**src/sv/vcp_pkg.sv**
```systemverilog
package vcp_pkg;

  // Widths of the payload fields, of the pacing arithmetic and of the register port.
  localparam int unsigned ByteW  = 8;
  localparam int unsigned FrameW = 12;
  localparam int unsigned WaitW  = 18;
  localparam int unsigned AddrW  = 3;
  localparam int unsigned DataW  = 32;

  // Index of the frame size register in the register map.
  localparam logic RegFrameSamples = 1'b0;

  localparam logic [FrameW-1:0] FrameReset = 12'd737;

  // Command opcodes of the byte stream.
  localparam logic [ByteW-1:0] OpSkip  = 8'h4F;
  localparam logic [ByteW-1:0] OpPsg   = 8'h50;
  localparam logic [ByteW-1:0] OpWait  = 8'h61;
  localparam logic [ByteW-1:0] OpFrame = 8'h62;
  localparam logic [ByteW-1:0] OpEnd   = 8'h66;

  // Item kinds.
  localparam logic KindByte = 1'b0;
  localparam logic KindTick = 1'b1;

endpackage

```
**src/sv/vcp_cmd_if.sv**
```systemverilog
interface vcp_cmd_if;
  import vcp_pkg::*;

  logic             valid;
  logic             ready;
  logic             op;
  logic [ByteW-1:0] data_byte;
  logic             last_byte;

  modport source (output valid, output op, output data_byte, output last_byte, input ready);
  modport sink   (input valid, input op, input data_byte, input last_byte, output ready);

endinterface

```
**src/sv/vcp_res_if.sv**
```systemverilog
interface vcp_res_if;
  import vcp_pkg::*;

  logic             valid;
  logic             ready;
  logic             psg_valid;
  logic [ByteW-1:0] psg_data;
  logic             want_bytes;
  logic             byte_ignored;
  logic             frame_end;
  logic             song_done;

  modport source (output valid, output psg_valid, output psg_data, output want_bytes,
                  output byte_ignored, output frame_end, output song_done, input ready);
  modport sink   (input valid, input psg_valid, input psg_data, input want_bytes,
                  input byte_ignored, input frame_end, input song_done, output ready);

endinterface

```
**src/sv/vgm_command_pacer.sv**
```systemverilog
// Paces a VGM command byte stream against video frame ticks. Each transfer on
// cmd_i is either a stream byte or a frame tick and produces exactly one result
// transfer on res_o. The block takes one item per clock cycle at full rate.
// An accepted item is first held in an input register. The one-step decode
// and wait subtraction between that register and the result register then
// load its result into the result register when that one is empty or being
// taken. cmd_i.ready falls only while both registers hold items and the
// result is not being taken. The frame size register is written through the
// APB port at byte address 0 and must only be changed while no item is in
// flight.
module vgm_command_pacer (
  input  logic                        clk_i,
  input  logic                        rst_ni,
  vcp_cmd_if.sink                     cmd_i,
  vcp_res_if.source                   res_o,
  input  logic                        psel,
  input  logic                        penable,
  input  logic                        pwrite,
  input  logic [vcp_pkg::AddrW-1:0]   paddr,
  input  logic [vcp_pkg::DataW-1:0]   pwdata,
  output logic [vcp_pkg::DataW-1:0]   prdata,
  output logic                        pready
);
  import vcp_pkg::*;

  // Parser phases.
  localparam logic [2:0] PhIdle = 3'd0;
  localparam logic [2:0] PhSkip = 3'd1;
  localparam logic [2:0] PhPsg  = 3'd2;
  localparam logic [2:0] PhWlo  = 3'd3;
  localparam logic [2:0] PhWhi  = 3'd4;

  // Most negative wait value; the wait saturates here under repeated ticks.
  localparam logic signed [WaitW:0] WaitMin = -(19'sd1 <<< (WaitW - 1));

  // ---------------------------------------------------------------------------
  // Configuration register.
  // ---------------------------------------------------------------------------
  logic [FrameW-1:0] frame_q;
  logic              reg_sel;

  assign reg_sel = (paddr[2] == RegFrameSamples);
  assign pready  = 1'b1;
  assign prdata  = reg_sel ? {{(DataW - FrameW){1'b0}}, frame_q} : '0;

  always_ff @(posedge clk_i or negedge rst_ni) begin
    if (!rst_ni) begin
      frame_q <= FrameReset;
    end else if (psel && penable && pwrite && reg_sel) begin
      frame_q <= pwdata[FrameW-1:0];
    end
  end

  // ---------------------------------------------------------------------------
  // Input register. A new item is taken whenever the register is empty or its
  // content moves on to the result register in the same cycle.
  // ---------------------------------------------------------------------------
  logic             in_valid_q;
  logic             in_op_q;
  logic [ByteW-1:0] in_byte_q;
  logic             in_last_q;
  logic             advance;

  assign advance     = in_valid_q && (!res_o.valid || res_o.ready);
  assign cmd_i.ready = !in_valid_q || advance;

  always_ff @(posedge clk_i or negedge rst_ni) begin
    if (!rst_ni) begin
      in_valid_q <= 1'b0;
    end else if (cmd_i.ready) begin
      in_valid_q <= cmd_i.valid;
    end
  end

  always_ff @(posedge clk_i) begin
    if (cmd_i.ready && cmd_i.valid) begin
      in_op_q   <= cmd_i.op;
      in_byte_q <= cmd_i.data_byte;
      in_last_q <= cmd_i.last_byte;
    end
  end

  // ---------------------------------------------------------------------------
  // Pacing state and the single-step update for the item in the input register.
  // ---------------------------------------------------------------------------
  logic [2:0]              phase_q, phase_d;
  logic [ByteW-1:0]        wlo_q, wlo_d;
  logic signed [WaitW-1:0] wait_q, wait_d;
  logic                    ended_q, ended_d;

  logic                    wanted;
  logic                    wanted_d;
  logic signed [WaitW:0]   frame_s;
  logic signed [WaitW:0]   diff;
  logic                    r_psg_valid;
  logic [ByteW-1:0]        r_psg_data;
  logic                    r_ignored;
  logic                    r_frame_end;
  logic                    r_song_done;

  assign frame_s = signed'({{(WaitW + 1 - FrameW){1'b0}}, frame_q});
  assign wanted  = (signed'({wait_q[WaitW-1], wait_q}) < frame_s) && !ended_q;
  assign diff    = signed'({wait_q[WaitW-1], wait_q}) - frame_s;

  always_comb begin
    phase_d     = phase_q;
    wlo_d       = wlo_q;
    wait_d      = wait_q;
    ended_d     = ended_q;
    r_psg_valid = 1'b0;
    r_psg_data  = '0;
    r_ignored   = 1'b0;
    r_frame_end = 1'b0;
    r_song_done = 1'b0;

    if (in_op_q == KindByte) begin
      if (!wanted) begin
        // A refused byte leaves all state alone, its end mark included.
        r_ignored = 1'b1;
      end else begin
        unique case (phase_q)
          PhSkip: begin
            phase_d = PhIdle;
          end
          PhPsg: begin
            r_psg_valid = 1'b1;
            r_psg_data  = in_byte_q;
            phase_d     = PhIdle;
          end
          PhWlo: begin
            wlo_d   = in_byte_q;
            phase_d = PhWhi;
          end
          PhWhi: begin
            wait_d  = signed'({{(WaitW - 2 * ByteW){1'b0}}, in_byte_q, wlo_q});
            phase_d = PhIdle;
          end
          default: begin
            phase_d = PhIdle;
            case (in_byte_q)
              OpSkip:  phase_d = PhSkip;
              OpPsg:   phase_d = PhPsg;
              OpWait:  phase_d = PhWlo;
              OpFrame: wait_d  = signed'({{(WaitW - FrameW){1'b0}}, frame_q});
              OpEnd:   ended_d = 1'b1;
              default: ;
            endcase
          end
        endcase
        if (in_last_q) begin
          ended_d = 1'b1;
        end
      end
    end else begin
      // Frame tick: take one frame off the wait, saturating at the bottom.
      if (diff < WaitMin) begin
        wait_d = WaitMin[WaitW-1:0];
      end else begin
        wait_d = diff[WaitW-1:0];
      end
      if (diff <= 0) begin
        r_frame_end = 1'b1;
        if (ended_q) begin
          // Song complete: rewind the parser for the next pass of the data.
          r_song_done = 1'b1;
          wait_d      = '0;
          phase_d     = PhIdle;
          wlo_d       = '0;
          ended_d     = 1'b0;
        end
      end
    end

    wanted_d = (signed'({wait_d[WaitW-1], wait_d}) < frame_s) && !ended_d;
  end

  always_ff @(posedge clk_i or negedge rst_ni) begin
    if (!rst_ni) begin
      phase_q <= PhIdle;
      wlo_q   <= '0;
      wait_q  <= '0;
      ended_q <= 1'b0;
    end else if (advance) begin
      phase_q <= phase_d;
      wlo_q   <= wlo_d;
      wait_q  <= wait_d;
      ended_q <= ended_d;
    end
  end

  // ---------------------------------------------------------------------------
  // Result register.
  // ---------------------------------------------------------------------------
  logic             res_valid_q;
  logic             psg_valid_q;
  logic [ByteW-1:0] psg_data_q;
  logic             want_q;
  logic             ignored_q;
  logic             frame_end_q;
  logic             song_done_q;

  always_ff @(posedge clk_i or negedge rst_ni) begin
    if (!rst_ni) begin
      res_valid_q <= 1'b0;
    end else if (advance) begin
      res_valid_q <= 1'b1;
    end else if (res_o.ready) begin
      res_valid_q <= 1'b0;
    end
  end

  always_ff @(posedge clk_i) begin
    if (advance) begin
      psg_valid_q <= r_psg_valid;
      psg_data_q  <= r_psg_data;
      want_q      <= wanted_d;
      ignored_q   <= r_ignored;
      frame_end_q <= r_frame_end;
      song_done_q <= r_song_done;
    end
  end

  assign res_o.valid        = res_valid_q;
  assign res_o.psg_valid    = psg_valid_q;
  assign res_o.psg_data     = psg_data_q;
  assign res_o.want_bytes   = want_q;
  assign res_o.byte_ignored = ignored_q;
  assign res_o.frame_end    = frame_end_q;
  assign res_o.song_done    = song_done_q;

  // ---------------------------------------------------------------------------
  // Assertions.
  // ---------------------------------------------------------------------------
  a_done_needs_frame_end: assert property (@(posedge clk_i) disable iff (!rst_ni)
    res_valid_q && song_done_q |-> frame_end_q)
    else $error("song done reported without a frame end");

  a_psg_not_on_tick: assert property (@(posedge clk_i) disable iff (!rst_ni)
    res_valid_q && psg_valid_q |-> !frame_end_q && !ignored_q)
    else $error("sound chip write reported together with a tick or a refused byte");

  a_ignored_not_wanted: assert property (@(posedge clk_i) disable iff (!rst_ni)
    res_valid_q && ignored_q |-> !want_q)
    else $error("refused byte reported while bytes are wanted");

  a_done_rewinds: assert property (@(posedge clk_i) disable iff (!rst_ni)
    advance && r_song_done |=> phase_q == PhIdle && !ended_q && wait_q == '0)
    else $error("parser not rewound after song done");

  a_full_rate: assert property (@(posedge clk_i) disable iff (!rst_ni)
    !res_valid_q |-> cmd_i.ready)
    else $error("input stalled while the result register is empty");

endmodule

```
**src/flat_wrapper.sv**
```systemverilog
// flat-port wrapper written by rule: the top's interface ports become plain ports
module vgm_command_pacer_flat import vcp_pkg::*;
  (clk_i, rst_ni, psel, penable, pwrite, paddr, pwdata, prdata, pready, cmd_i_valid, cmd_i_op, cmd_i_data_byte, cmd_i_last_byte, cmd_i_ready, res_o_valid, res_o_psg_valid, res_o_psg_data, res_o_want_bytes, res_o_byte_ignored, res_o_frame_end, res_o_song_done, res_o_ready);
  vcp_cmd_if cmd_i_i ();
  vcp_res_if res_o_i ();
  input  logic clk_i;
  input  logic rst_ni;
  input  logic psel;
  input  logic penable;
  input  logic pwrite;
  input  logic [vcp_pkg::AddrW-1:0] paddr;
  input  logic [vcp_pkg::DataW-1:0] pwdata;
  output logic [vcp_pkg::DataW-1:0] prdata;
  output logic pready;
  input wire logic [$bits(cmd_i_i.valid)-1:0] cmd_i_valid;
  input wire logic [$bits(cmd_i_i.op)-1:0] cmd_i_op;
  input wire logic [$bits(cmd_i_i.data_byte)-1:0] cmd_i_data_byte;
  input wire logic [$bits(cmd_i_i.last_byte)-1:0] cmd_i_last_byte;
  output wire logic [$bits(cmd_i_i.ready)-1:0] cmd_i_ready;
  output wire logic [$bits(res_o_i.valid)-1:0] res_o_valid;
  output wire logic [$bits(res_o_i.psg_valid)-1:0] res_o_psg_valid;
  output wire logic [$bits(res_o_i.psg_data)-1:0] res_o_psg_data;
  output wire logic [$bits(res_o_i.want_bytes)-1:0] res_o_want_bytes;
  output wire logic [$bits(res_o_i.byte_ignored)-1:0] res_o_byte_ignored;
  output wire logic [$bits(res_o_i.frame_end)-1:0] res_o_frame_end;
  output wire logic [$bits(res_o_i.song_done)-1:0] res_o_song_done;
  input wire logic [$bits(res_o_i.ready)-1:0] res_o_ready;
  assign cmd_i_i.valid = cmd_i_valid;
  assign cmd_i_i.op = cmd_i_op;
  assign cmd_i_i.data_byte = cmd_i_data_byte;
  assign cmd_i_i.last_byte = cmd_i_last_byte;
  assign cmd_i_ready = cmd_i_i.ready;
  assign res_o_valid = res_o_i.valid;
  assign res_o_psg_valid = res_o_i.psg_valid;
  assign res_o_psg_data = res_o_i.psg_data;
  assign res_o_want_bytes = res_o_i.want_bytes;
  assign res_o_byte_ignored = res_o_i.byte_ignored;
  assign res_o_frame_end = res_o_i.frame_end;
  assign res_o_song_done = res_o_i.song_done;
  assign res_o_i.ready = res_o_ready;
  vgm_command_pacer u_core (.clk_i(clk_i), .rst_ni(rst_ni), .cmd_i(cmd_i_i), .res_o(res_o_i), .psel(psel), .penable(penable), .pwrite(pwrite), .paddr(paddr), .pwdata(pwdata), .prdata(prdata), .pready(pready));
endmodule
```
**config.mk**
```make
export PLATFORM = sky130hd
export DESIGN_NAME = vgm_command_pacer_flat
export DESIGN_NICKNAME = d
export VERILOG_FILES = /design/src/sv/vcp_pkg.sv /design/src/sv/vcp_cmd_if.sv /design/src/sv/vcp_res_if.sv /design/src/sv/vgm_command_pacer.sv /design/src/flat_wrapper.sv
export SDC_FILE = /design/constraint.sdc
export NUM_CORES = 1
export LEC_CHECK = 0
export BUFFER_PORTS_ARGS = -buffer_cell sky130_fd_sc_hd__buf_2
export CORE_MARGIN = 2
export CORE_UTILIZATION = 36
export CTS_CLUSTER_DIAMETER = 150
export CTS_CLUSTER_SIZE = 40
export DETAILED_ROUTE_END_ITERATION = 10
export GPL_ROUTABILITY_DRIVEN = 0
export SLEW_MARGIN = 20
export SYNTH_ARGS = -nofsm -noshare
export SYNTH_HDL_FRONTEND = slang
export SYNTH_SLANG_ARGS = --single-unit
```
**constraint.sdc**
```tcl
create_clock -name clk_i -period 10.4 [get_ports clk_i]
set_input_delay 2.08 -clock clk_i [delete_from_list [all_inputs] [get_ports clk_i]]
set_output_delay 2.08 -clock clk_i [all_outputs]
set_load 0.01 [all_outputs]
```
Word-level counts from Yosys, hierarchy flattened
Index checks and enable logic that the tools add are counted.
- add/subtract/negate cells: 1
- multiply operators: 0
- div/mod/pow operators: 0
- magnitude comparators: 4
- eq/ne operators: 11
- shifts and indexed selects: 0
- multiplexer cells: 31
- bitwise operators: 3
- reductions and logical operators: 24
- operators with widths (cell ; count):
    $mux 18 ; 6
    $eq 8x7->1 const B ; 5
    $mux 8 ; 5
    $lt 18x13->1 ; 2
    $pmux 18 s2 ; 1
    $le 19x1->1 const B ; 1
    $lt 19x18->1 const B ; 1
    $sub 18x13->19 ; 1
    $mux 1 ; 12
    $mux 12 ; 1
    $mux 3 ; 4
    $reduce_or 3->1 ; 3
    $logic_and 1x1->1 ; 7
    $eq 3x2->1 const B ; 2
    $pmux 2 s3 ; 1
    $pmux 3 s2 ; 1
    $reduce_bool 2->1 ; 3
    $reduce_and 5->1 ; 1
    $logic_not 1->1 ; 4
    $ne 2x2->1 const B ; 2
    $reduce_and 4->1 ; 1
    $reduce_or 4->1 ; 1
    $eq 3x1->1 const B ; 1
    $eq 3x3->1 const B ; 1
    other kinds (4) ; 7
- register bits: 67
- bits in latches: 0
- bits in writable memories: 0
- bits in read-only memories: 0
- bits of input ports: 52
- memories kept: 0

Longest topological paths before layout
Gate-level depths: netlist (run 1).
- word-level depth: 8
- depth in mapped cells: 24
- gate-level depth less buffers: 23

Worst setup path before layout (run 1)
OpenSTA, ideal clock, no wires.
- kind: register to register
- start point: reg u_core.frame_q[0]
- end point: reg u_core.want_q, in the netlist u_core.res_o.want_bytes, data pin
- setup time: 0.146 ns
- arrival: 4.672 ns
- data required time: 10.254 ns
- slack: 5.582 ns
- cell stages (with the launch flop): 23
- buffers on the path: 1
- period minus slack after synthesis: 4.818 ns
- cells stage by stage: dfstp_2 > ha_1 > inv_1 > fa_1 > a21o_1 > a221oi_4 > o32ai_1 > a221o_1 > a211oi_1 > nand4_1 > a211oi_4 > buf_2 > nor2_1 > ha_1 > a21oi_1 > o21ai_0 > a21o_1 > a211oi_1 > o21ai_0 > a21oi_1 > nor4bb_1 > o211ai_1 > a21oi_1
- word-level cells in the longest chain between the ends: 8
- elaborated cells between the ends (all ways): 18
- those cells by class: 1 x add/sub; 4 x order compare; 10 x mux; 3 x reduce/logical
- ends and longest elaborated chain (item ; RTL line ; RTL):
    start: declaration ; vgm_command_pacer.sv:39 ; logic [FrameW-1:0] frame_q;
    start signal: assignment ; vgm_command_pacer.sv:48 ; frame_q <= FrameReset;
    start signal: assignment ; vgm_command_pacer.sv:50 ; frame_q <= pwdata[FrameW-1:0];
    $sub 18x13->19 ; vgm_command_pacer.sv:103 ; assign diff = signed'({wait_q[WaitW-1], wait_q}) - frame_s;
    $lt 19x18->1 ; vgm_command_pacer.sv:156 ; if (diff < WaitMin) begin
    $mux 18 ; vgm_command_pacer.sv:156 ;
    $mux 18 ; vgm_command_pacer.sv:163 ; if (ended_q) begin
    $mux 18 ; vgm_command_pacer.sv:161 ; if (diff <= 0) begin
    $mux 18 (*) ; vgm_command_pacer.sv:116 ; if (in_op_q == KindByte) begin
    via u_core.wait_d[5] ; vgm_command_pacer.sv:88 ; logic signed [WaitW-1:0] wait_q, wait_d;
    $lt 18x13->1 (*) ; vgm_command_pacer.sv:174 ; wanted_d = (signed'({wait_d[WaitW-1], wait_d}) < frame_s) && !ended_d;
    $logic_and 1x1->1 (*) ; vgm_command_pacer.sv:174 ;
    via u_core.wanted_d ; vgm_command_pacer.sv:92 ; logic wanted_d;
    end signal: assignment ; vgm_command_pacer.sv:216 ; want_q <= wanted_d;
    end: declaration ; vgm_command_pacer.sv:197 ; logic want_q;
The timed path passes the listed nets; every way through them passes the cells marked *.
A chain may end at the register's enable or synchronous reset.

Worst setup path after layout (run 1)
Ends and elaborated chain as after synthesis.

==> out/metrics.sh, run 1 <==
ARR_TIME_CRIT_PATH_PS=6030
SYNTH_TOP_AREA_CELL='dfrtp_1'
RR_ENDPOINT='u_core.res_o.want_bytes$_DFFE_PP_'
FINAL_HOLD_VIOLS=0
POWER.LEAKAGE_nW=2.31
NUMBER_OF_ANTENNA_VIOLATIONS_AT_THE_FIRST_CHECK_IN_GLOBAL_ROUTING=0
START_UTIL=0.368
UNREPAIRED_SETUP_ENDPOINTS_AFTER_GLOBAL_ROUTING='no'
CLOCK_SINK_COUNT=67
CP_MAX_FO=25
GRTUSAGEMET2=0.319
HOLD_PATH_STARTPOINT='u_core.wlo_q[0]$_DFFE_PN0P_'
CRITPATHREQUIREDTIME_PS=10580
NUMBER_OF_WARNINGS_ISSUED_BY_YOSYS=0
SYNTH.TOP_CELLS.BY_AREA='dfrtp_1, edfxtp_1, ha_1'
CLOCKROOTBUFFER='clkbuf_16'
TIMING.HOLD.WORST_PATH_DEPTH=1
SYNTH_CELL_TYPE_COUNT=72
CP_CELL_SEQUENCE='ha_1 > inv_1 > fa_1 > a21o_1 > a221oi_4 > xor2_1 > nor4b_1 > and4_1 > nand4_1 > a211oi_4 > buf_4 > nor2_1 > ha_1 > a21oi_1 > o21ai_0 > a21o_1 > a211oi_1 > o21ai_0 > a21oi_1 > nor4bb_1 > o211ai_1 > a21oi_1'
VIA_COUNT_OF_THE_FIRST_GLOBAL_ROUTING_PASS=4234
MAX_FREQUENCY_GHz=0.171
FLOORPLAN.DIE_AREA_UM2=14500
SYNTHARSTFLOPSHARE=0.657
OVERFLOW=0
SYNTH_ENABLE_FLOP_CELLS=23
CTS-BUFFERS-INSERTED=9
POSTCTSSETUPREPAIRBUFS=0
SYNTH-SEQ-AREA-SHARE=0.369
HOLD_END='u_core.wlo_q[0]$_DFFE_PN0P_'
TIMING.HOLD.WORST.CLASS='register to register'
ROUTE.DETAILED.VIAS_PER_INST=5.67
INSERTION_DELAY_PS=330
GRT_PASS1_WL_UM=21500
DIE_HEIGHT_UM=120
CLOCK_TREE.HTREE_LEVEL_COUNT=3
STD_CELL_ROWS=42
CRITPATHSLOWESTCELL='dfstp_2'
SYN2LAYOUT_AREA_GROWTH_PCT=12.1
CRITICAL_PATH.STARTPOINT_TYPE='register'
TIMING.SETUP.TNS_PS=0
PLACEMENT.IO_BUFFERS=56
POSTROUTEANTENNANETS=0
PIN_COUNT_OF_THE_BIGGEST_NET_ENTERING_GLOBAL_ROUTING=45
CORE_AREA_UM2=13200
SKEW_PS=5.18
PERIOD_NEEDED_PS=5850
POSTCTSHOLDBUFS=0
DRT-WIRELENGTH-PER-CELL_UM=17.4
POWER_DENSITY_nW_PER_UM2=265
SYNTH.CELLS.MOST_FREQUENT='nor2_1, a21oi_1, dfrtp_1, nand2_1, o21ai_0'
RUN_STATUS='finished, final reports clean'
CRIT_PATH_FREQUENT_CELL='a21oi_1'
CRIT_TYPE='register to register'
FINAL_NETS=661
USE_MET3=0.0302
POST_SYNTH_INST_COUNT=546
CTSLONGESTPATHBUFFERS=2
POST_CTS.RESIZED_INSTANCES=0
MAX_CAP_VIOLATIONS=0
YS_FF_LATCH=67
DRC=0
SEQUENTIAL_CELL_AREA_UM2=1800
SYNTH-MAIN-FF-CELL='dfrtp_1'
PERIOD_SHARE=0.563
DR_TOTAL_VIAS=4337
CLKTRANSATPATHREGS_PS=60
SETUP.REG_TO_REG.WORST_SLACK_PS=4550
TIGHTEST_SLEW_PS=930
CRITICAL_PATH.MAX_STAGE_DELAY_PS=600
DPL-INSTANCE-AREA_UM2=5190
BUSIEST_LAYER='met2'
R2R_START='u_core.frame_q[0]$_DFFE_PN1P_'
YOSYS.CELL_COUNT.TOP_TYPE='nor2_1'
IOS=100
POST-DP-HPWL_UM=9800
GRT_UTIL_ALL_LAYERS=0.187
MULTI_INPUT_COMB_AREA_UM2=2810
WORSTREGTOREGCELLS=22
SYN_AREA_UM2=4870
DIODES=0
CHIPWIDTH_UM=120
WORST_SETUP_PATH_END_KIND='register'
FINALWIRELENGTH_UM=13300
TIMING.FINAL.MAX_SLEW_VIOLATIONS=0
FINAL_DESIGN_AREA_NO_FILL_UM2=5470
DR.FIRST_ITER.DRC_COUNT=273
TRITONCTS='yes'
MET1_USAGE=0.239
POST_ROUTE_CELLS_DRIVE_ABOVE_1_SHARE=0.182
DRTPASS1ITERATIONS=5
MAX_SLEW_MARGIN=0.379
SYNTH_TOP_CELL_AREA_SHARE=0.200
FILLCELLCOUNT=1350
SETUP_VIOLATIONS=0
AVERAGE_FOOTPRINT_OF_A_SYNTHESIZED_CELL_UM2=8.93
WORST_IR_DROP_VDD_V=0.000104
[layer usage]
layer,share of wire,vias to the layer above
met5,0,-
met4,0.020,0
met3,0.047,17
met2,0.50,153
met1,0.43,2101
li1,-,2066
[area by class of cell]
type,instances,area share
Multi-Input combinational cell,428,0.514
Sequential cell,67,0.329
Timing Repair Buffer,58,0.0545
Clock buffer,11,0.0426
Tap cell,176,0.0403
Inverter,20,0.0137
Clock inverter,5,0.00595
[state kept, by name (all words and copies together) (netlist names)]
signal                     count
u_core.ended_q                 1
u_core.frame_q                12
u_core.in_byte_q               8
u_core.in_last_q               1
u_core.in_op_q                 1
u_core.in_valid_q              1
u_core.phase_q                 3
u_core.res_o.byte_ignored      1
u_core.res_o.frame_end         1
u_core.res_o.psg_data          8
u_core.res_o.psg_valid         1
u_core.res_o.song_done         1
u_core.res_o.valid             1
u_core.res_o.want_bytes        1
u_core.wait_q                 18
u_core.wlo_q                   8
[report_power, final]
group | total, W | switching, W | leakage [nW] | internal, W
combinational | 0.000783 | 0.000474 | 1.41 | 0.000309
sequential | 0.000393 | 0.0000626 | 0.780 | 0.000331
clock | 0.000274 | 0.000114 | 0.123 | 0.000160
total | 0.00145 | 0.000650 | 2.31 | 0.000800
[worst max path at each step]
stage,from,end,depth (start not counted)
4_1_cts,u_core.frame_q[0]$_DFFE_PN1P_,u_core.res_o.want_bytes$_DFFE_PP_,22
5_1_grt,u_core.frame_q[0]$_DFFE_PN1P_,u_core.res_o.want_bytes$_DFFE_PP_,22
2_1_floorplan,u_core.frame_q[0]$_DFFE_PN1P_,u_core.res_o.want_bytes$_DFFE_PP_,22
3_5_place_dp,u_core.frame_q[0]$_DFFE_PN1P_,u_core.res_o.want_bytes$_DFFE_PP_,22
6_report,u_core.frame_q[0]$_DFFE_PN1P_,u_core.res_o.want_bytes$_DFFE_PP_,22
3_3_place_gp,u_core.frame_q[0]$_DFFE_PN1P_,u_core.res_o.want_bytes$_DFFE_PP_,22
[cells by family after synthesis]
kind of cell	share of synthesized area
adders and majority gates	0.0657
muxes	0.0375
DFF	0.369
other	0.00154
buffers and inverters	0.0711
AOI/OAI and AO/OA	0.236
and+or+nand+nor	0.203
xor gates and xnor gates	0.0162
[cell usage in the layout (no fill, tap or decap), drive strengths merged, types with 8 or more instances in the layout]
cell type,instances
buf,58
o31ai,16
clkbuf,11
nand2,38
nor2,55
o22ai,9
edfxtp,23
ha,24
mux2,15
nand3,10
conb,21
and2,16
o21ai,30
dfrtp,39
inv,20
a211oi,9
or3,11
a22o,9
a21oi,44
nor3,14
nand2b,8
[per-stage QoR]
| step | utilization | cells | hold WS (ps) | worst slack, ps | total power (W) |
|---|---|---|---|---|---|
| 5_1_grt | 0.413 | 765 | 537 | 4180 | 0.00156 |
| 3_3_place_gp | 0.392 | 749 | 478 | 4700 | 0.00115 |
| 3_5_place_dp | 0.392 | 749 | 487 | 4680 | 0.00116 |
| 6_report | 0.413 | 765 | 506 | 4550 | 0.00145 |
| 2_1_floorplan | - | 565 | 457 | 5580 | 0.000979 |
| 4_1_cts | 0.412 | 765 | 508 | 4630 | 0.00144 |
[critical path: cells and delay by family (launching register included)]
| kind | cells | cell delay [ps] |
|---|---|---|
| xor gates and xnor gates | 1 | 260 |
| adders and majority gates | 3 | 880 |
| AOI/OAI and AO/OA | 11 | 2340 |
| DFF | 1 | 600 |
| buffers and inverters | 2 | 380 |
| and+or+nand+nor | 5 | 1230 |
Power figures use the tool's default switching activity.
==> run 2, diff against run 1 <==
- clock period: 10.4 -> 5.7 ns (I/O delays scaled with it)
==> out/metrics.sh, run 2 (synthesis results as in run 1) <==
LAYOUT_COMMON_CELLS='buf_2, nor2_1, a21oi_1'
TIMING.HOLD.WORST.CLASS='register to register'
PLACEMENT.IO_BUFFERS=56
CTSLONGESTPATHBUFFERS=2
MAX_CAP_VIOLATIONS=0
ROUTE.DETAILED.VIAS_PER_INST=5.61
MAX_FREQUENCY_GHz=0.186
POST-DP-HPWL_UM=9770
BUSIEST_LAYER='met2'
CLOCK_TREE.HTREE_LEVEL_COUNT=3
CP_MAX_FO=25
REGISTERS.TOP_BY_FF_COUNT='u_core.wait_q'
BIGGESTREGSBYFLOPS='u_core.wait_q (18), u_core.frame_q (12)'
FINAL_HOLD_VIOLS=0
WORST_SETUP_PATH_END_KIND='register'
GRT_UTIL_ALL_LAYERS=0.187
START_UTIL=0.368
WORST_IR_DROP_VDD_V=0.000247
SETUP_VIOLATIONS=0
DRC=0
TIMING.FINAL.MAX_SLEW_VIOLATIONS=0
CP_CELL_SEQUENCE='ha_1 > inv_1 > fa_1 > a21o_1 > a221oi_4 > xor2_1 > nor4b_2 > and4_1 > nand4_1 > a211oi_4 > buf_12 > nor2_1 > ha_1 > a21oi_1 > o21ai_0 > a21o_1 > a211oi_1 > o21ai_1 > a21oi_1 > nor4bb_2 > o211ai_1 > a21oi_1'
CRITPATHTOPFAMILY='compound AO/OA/AOI/OAI gates'
DR_TOTAL_VIAS=4318
POSTCTSHOLDBUFS=0
CRITPATHSLOWESTCELL='dfstp_2'
STD_CELL_ROWS=42
UNREPAIRED_SETUP_ENDPOINTS_AFTER_GLOBAL_ROUTING='no'
DRTPASS1ITERATIONS=4
FLOORPLAN.DIE_AREA_UM2=14500
MAX_SLEW_MARGIN=0.402
WORSTREGTOREGCELLS=22
USE_MET3=0.0288
OVERFLOW=0
TIMING.HOLD.WORST_PATH_DEPTH=2
NUMBER_OF_STAGES_ON_THE_WORST_SETUP_PATH=22
FINAL_NETS=666
GRT_PASS1_WL_UM=21600
PERIOD_NEEDED_PS=5390
CRIT_PATH_FREQUENT_CELL='a21oi_1'
FINALWIRELENGTH_UM=13200
CRIT_TYPE='register to register'
TIGHTEST_SLEW_PS=896
SYN2LAYOUT_AREA_GROWTH_PCT=13.6
CLKTRANSATPATHREGS_PS=60
FINAL_COMMON_CELL='buf_2'
CRITICAL_PATH.MAX_STAGE_DELAY_PS=540
CORE_AREA_UM2=13200
POST_ROUTE_CELLS_DRIVE_ABOVE_1_SHARE=0.197
POST_CTS.RESIZED_INSTANCES=0
INSERTION_DELAY_PS=330
CHIPWIDTH_UM=120
VIA_COUNT_OF_THE_FIRST_GLOBAL_ROUTING_PASS=4254
CRITPATHREQUIREDTIME_PS=5880
GRTUSAGEMET2=0.306
POSTROUTEANTENNANETS=0
POWER.LEAKAGE_nW=2.35
NUMBER_OF_ANTENNA_VIOLATIONS_AT_THE_FIRST_CHECK_IN_GLOBAL_ROUTING=0
DRT-WIRELENGTH-PER-CELL_UM=17.1
CP.BUFFERS_INVERTERS=2
CRITICAL_PATH.STARTPOINT_TYPE='register'
DR.FIRST_ITER.DRC_COUNT=266
DIE_HEIGHT_UM=120
LARGEST_REGISTER_FFS=18
PIN_COUNT_OF_THE_BIGGEST_NET_ENTERING_GLOBAL_ROUTING=45
TIMING.SETUP.TNS_PS=0
SKEW_PS=6.51
IOS=100
MET1_USAGE=0.246
CTS-BUFFERS-INSERTED=9
CLOCKROOTBUFFER='clkbuf_16'
PERIOD_SHARE=0.945
CLOCK_SINK_COUNT=67
RUN_STATUS='finished, final reports clean'
DIODES=0
POWER_DENSITY_nW_PER_UM2=486
POSTLAYOUTCOREUTIL=0.418
TRITONCTS='yes'
ARR_TIME_CRIT_PATH_PS=5570
POSTCTSSETUPREPAIRBUFS=0
## run 2: cell count changes in the layout (fill, tap and decap cells not counted), sizes merged
| cell | previous run | this run |
|---|---|---|
| buf | 58 | 63 |
| clkbuf | 11 | 10 |
| clkinv | 3 | 5 |
| clkinvlp | 2 | 0 |
| inv | 20 | 21 |
## run 2: final cells by class
type / instances / area (um^2)
Fill cell: 1329 / 7710
Multi-Input combinational cell: 428 / 2830
Sequential cell: 67 / 1800
Timing Repair Buffer: 63 / 348
Clock buffer: 10 / 229
Tap cell: 176 / 220
Inverter: 20 / 75.1
Clock inverter: 6 / 41.3
## run 2: path summary, 6_finish.rpt
kind                                                from                                end  slack (ps)
min                         u_core.wait_q[9]$_DFFE_PN0P_       u_core.wait_q[9]$_DFFE_PN0P_         510
max reg2reg                u_core.frame_q[0]$_DFFE_PN1P_  u_core.res_o.want_bytes$_DFFE_PP_         310
min in group asynchronous                         rst_ni       u_core.wait_q[4]$_DFFE_PN0P_         820
max                        u_core.frame_q[0]$_DFFE_PN1P_  u_core.res_o.want_bytes$_DFFE_PP_         310
max in group asynchronous                         rst_ni      u_core.phase_q[1]$_DFFE_PN0P_        4460
min reg2reg                 u_core.wait_q[9]$_DFFE_PN0P_       u_core.wait_q[9]$_DFFE_PN0P_         510
## run 2: through the flow
step / instances / worst slack (ps) / instance area (um^2) / hold WS [ps] / power [W]
floorplan: 565 / 882 / 4940 / 457 / 0.00179
global placement: 754 / 191 / 5240 / 477 / 0.00212
detailed placement: 754 / 166 / 5240 / 492 / 0.00214
CTS: 770 / 113 / 5510 / 504 / 0.00266
global route: 770 / 39.2 / 5540 / 542 / 0.00289
finish: 770 / 311 / 5540 / 512 / 0.00269
## run 2: layer usage
layer	vias up	wire length, um
met3	24	589
li1	2075	-
met1	2088	5870
met2	131	6380
met4	0	367
met5	-	0
## run 2: tightest hold or removal path, delay by kind of cell, from the launching register on
family | cells | cell delay [ps]
flops | 1 | 360
simple gates | 1 | 60
compound gates | 1 | 60
## run 2: where the power goes
part           switching, W  total [W]  internal, W
logic              0.000878    0.00147     0.000588
clock network      0.000214   0.000509     0.000295
registers          0.000115   0.000718     0.000603
total               0.00121    0.00269      0.00149
==> run 3, diff against run 2 <==
- clock period: 5.7 -> 5.4 ns (I/O delays scaled with it)
==> out/metrics.sh, run 3 (synthesis results as in run 1) <==
DIE_HEIGHT_UM=120
LAYOUT_SETUP_WS_PS=207
CRITICAL_PATH.STARTPOINT_TYPE='register'
GRT_UTIL_ALL_LAYERS=0.192
INSERTION_DELAY_PS=340
CTS-BUFFERS-INSERTED=9
TIMING.FINAL.MAX_SLEW_VIOLATIONS=0
CRITPATHREQUIREDTIME_PS=5480
MAX_FREQUENCY_GHz=0.193
MET1_USAGE=0.256
STD_CELL_ROWS=42
FINAL_COMMON_CELL='buf_2'
VIA_COUNT_OF_THE_FIRST_GLOBAL_ROUTING_PASS=4367
TIMING.HOLD.WORST.CLASS='register to register'
DPL-INSTANCE-AREA_UM2=5420
CRITPATHTOPFAMILY='compound AO/OA/AOI/OAI gates'
LARGEST_REGISTER_FFS=18
CLOCK_TREE.HTREE_LEVEL_COUNT=3
POST_ROUTE_CELLS_DRIVE_ABOVE_1_SHARE=0.244
FINAL_DESIGN_AREA_NO_FILL_UM2=5900
ROUTE.DETAILED.VIAS_PER_INST=5.59
DRTPASS1ITERATIONS=5
PERIOD_NEEDED_PS=5190
MAX_CAP_VIOLATIONS=0
CLKTRANSATPATHREGS_PS=60
CRIT_PATH_FREQUENT_CELL='a21oi_1'
DIODES=0
POWER_DENSITY_nW_PER_UM2=543
DR.FIRST_ITER.DRC_COUNT=393
DR_TOTAL_VIAS=4475
FILLCELLCOUNT=1293
WORST_IR_DROP_VDD_V=0.000220
CHIPWIDTH_UM=120
CRITICAL_PATH.MAX_STAGE_DELAY_PS=470
POSTROUTEANTENNANETS=0
LAYOUT_COMMON_CELLS='buf_2, nor2_1, a21oi_1'
DRT-WIRELENGTH-PER-CELL_UM=17.3
CRITPATHSLOWESTCELL='a211oi_1'
PRE_CTS_WS_PS=-71.8
TRITONCTS='yes'
SYN2LAYOUT_AREA_GROWTH_PCT=21.0
POSTLAYOUTCOREUTIL=0.445
ARR_TIME_CRIT_PATH_PS=5270
CP_MAX_FO=8
WORST_SETUP_PATH_END_KIND='register'
SETUP_VIOLATIONS=0
IOS=100
NUMPLACEDINSTANCES=778
FINAL_NETS=696
POWER.LEAKAGE_nW=2.55
TOTAL_POWER_W=0.00320
CLOCKROOTBUFFER='clkbuf_16'
SKEW_PS=7.14
GRT_PASS1_WL_UM=22000
FINISH.CELL_COUNT_WITHOUT_FILLERS=800
TIGHTEST_SLEW_PS=930
FINALWIRELENGTH_UM=13800
SETUP.REG_TO_REG.WORST_SLACK_PS=210
CP.BUFFERS_INVERTERS=3
POST-DP-HPWL_UM=10200
PLACEMENT.IO_BUFFERS=56
RUN_STATUS='finished, final reports clean'
USE_MET3=0.0316
DRC=0
GRTUSAGEMET2=0.309
CORE_AREA_UM2=13200
PERIOD_SHARE=0.962
PIN_COUNT_OF_THE_BIGGEST_NET_ENTERING_GLOBAL_ROUTING=45
OVERFLOW=0
START_UTIL=0.368
REGISTERS.TOP_BY_FF_COUNT='u_core.wait_q'
CLOCK_SINK_COUNT=67
BIGGESTREGSBYFLOPS='u_core.wait_q (18), u_core.frame_q (12)'
CTSLONGESTPATHBUFFERS=2
CRIT_TYPE='register to register'
NUMBER_OF_ANTENNA_VIOLATIONS_AT_THE_FIRST_CHECK_IN_GLOBAL_ROUTING=0
MAX_SLEW_MARGIN=0.379
FINAL_HOLD_VIOLS=0
BUSIEST_LAYER='met2'
CP_CELL_SEQUENCE='inv_1 > ha_1 > nand2_1 > a211oi_1 > a21oi_1 > a311o_1 > nor3b_1 > nand4_1 > a211oi_4 > buf_12 > nor2_1 > ha_1 > nand3_1 > nor4_1 > buf_4 > a211oi_2 > o21ai_1 > a21oi_1 > nor4bb_4 > o211ai_1 > a21oi_1'
FLOORPLAN.DIE_AREA_UM2=14500
[run 3: changes by cell type in the layout (fill, tap and decap cells not counted), moves of 2 or more]
cell | previous run | this run
buf_4 | 7 | 35
a211oi_1 | 7 | 4
a211oi_2 | 1 | 4
bufinv_16 | 0 | 3
clkinv_2 | 3 | 1
clkinv_4 | 2 | 0
inv_6 | 1 | 3
[run 3: worst paths after layout]
kind,start,end,cells after the start
max in group asynchronous,rst_ni,u_core.phase_q[1]$_DFFE_PN0P_,1
worst min register to register,u_core.wait_q[11]$_DFFE_PN0P_,u_core.wait_q[11]$_DFFE_PN0P_,2
worst max-delay path,u_core.frame_q[4]$_DFFE_PN0P_,u_core.res_o.want_bytes$_DFFE_PP_,21
worst min-delay path,u_core.wait_q[11]$_DFFE_PN0P_,u_core.wait_q[11]$_DFFE_PN0P_,2
worst max register to register,u_core.frame_q[4]$_DFFE_PN0P_,u_core.res_o.want_bytes$_DFFE_PP_,21
min in group asynchronous,rst_ni,u_core.frame_q[4]$_DFFE_PN0P_,1
[run 3: power breakdown]
part / internal (W) / leakage, nW / switching [W]
clock: 0.000455 / 0.171 / 0.000237
sequential: 0.000636 / 0.780 / 0.000121
combinational: 0.000765 / 1.60 / 0.000986
total: 0.00186 / 2.55 / 0.00134
[run 3: area by class of cell]
type / count / area, um^2 / share of cell area
Sequential cell: 67 / 1800 / 0.305
Inverter: 20 / 75.1 / 0.0127
Multi-Input combinational cell: 428 / 2860 / 0.486
Clock inverter: 7 / 121 / 0.0206
Clock buffer: 9 / 225 / 0.0382
Timing Repair Buffer: 93 / 594 / 0.101
Tap cell: 176 / 220 / 0.0373
[run 3: per-layer routing]
| layer | vias up | part of all wire |
|---|---|---|
| met5 | - | 0 |
| met4 | 0 | 0.026 |
| met3 | 27 | 0.050 |
| met2 | 158 | 0.48 |
| met1 | 2160 | 0.45 |
| li1 | 2130 | - |
[run 3: repair_timing]
item                                    CTS  global route
gates resized for setup                   1            12
hold buffers                              0             0
buffers inserted                          2             3
pin swaps                                 2            11
gates cloned                              0             1
endpoints found under the setup margin    1             1
[run 3: worst min-delay path: cells and delay by family, from the launching register on]
| kind | cells | cell delay, ps |
|---|---|---|
| flops | 1 | 360 |
| simple gates | 1 | 60 |
| compound gates | 1 | 60 |
[run 3: through the flow]
step / setup TNS, ps / hold slack (ps)
2_1_floorplan: 0 / 457
3_3_place_gp: -56.1 / 473
3_5_place_dp: -71.8 / 487
4_1_cts: 0 / 508
5_1_grt: -4.72 / 527
6_report: 0 / 511
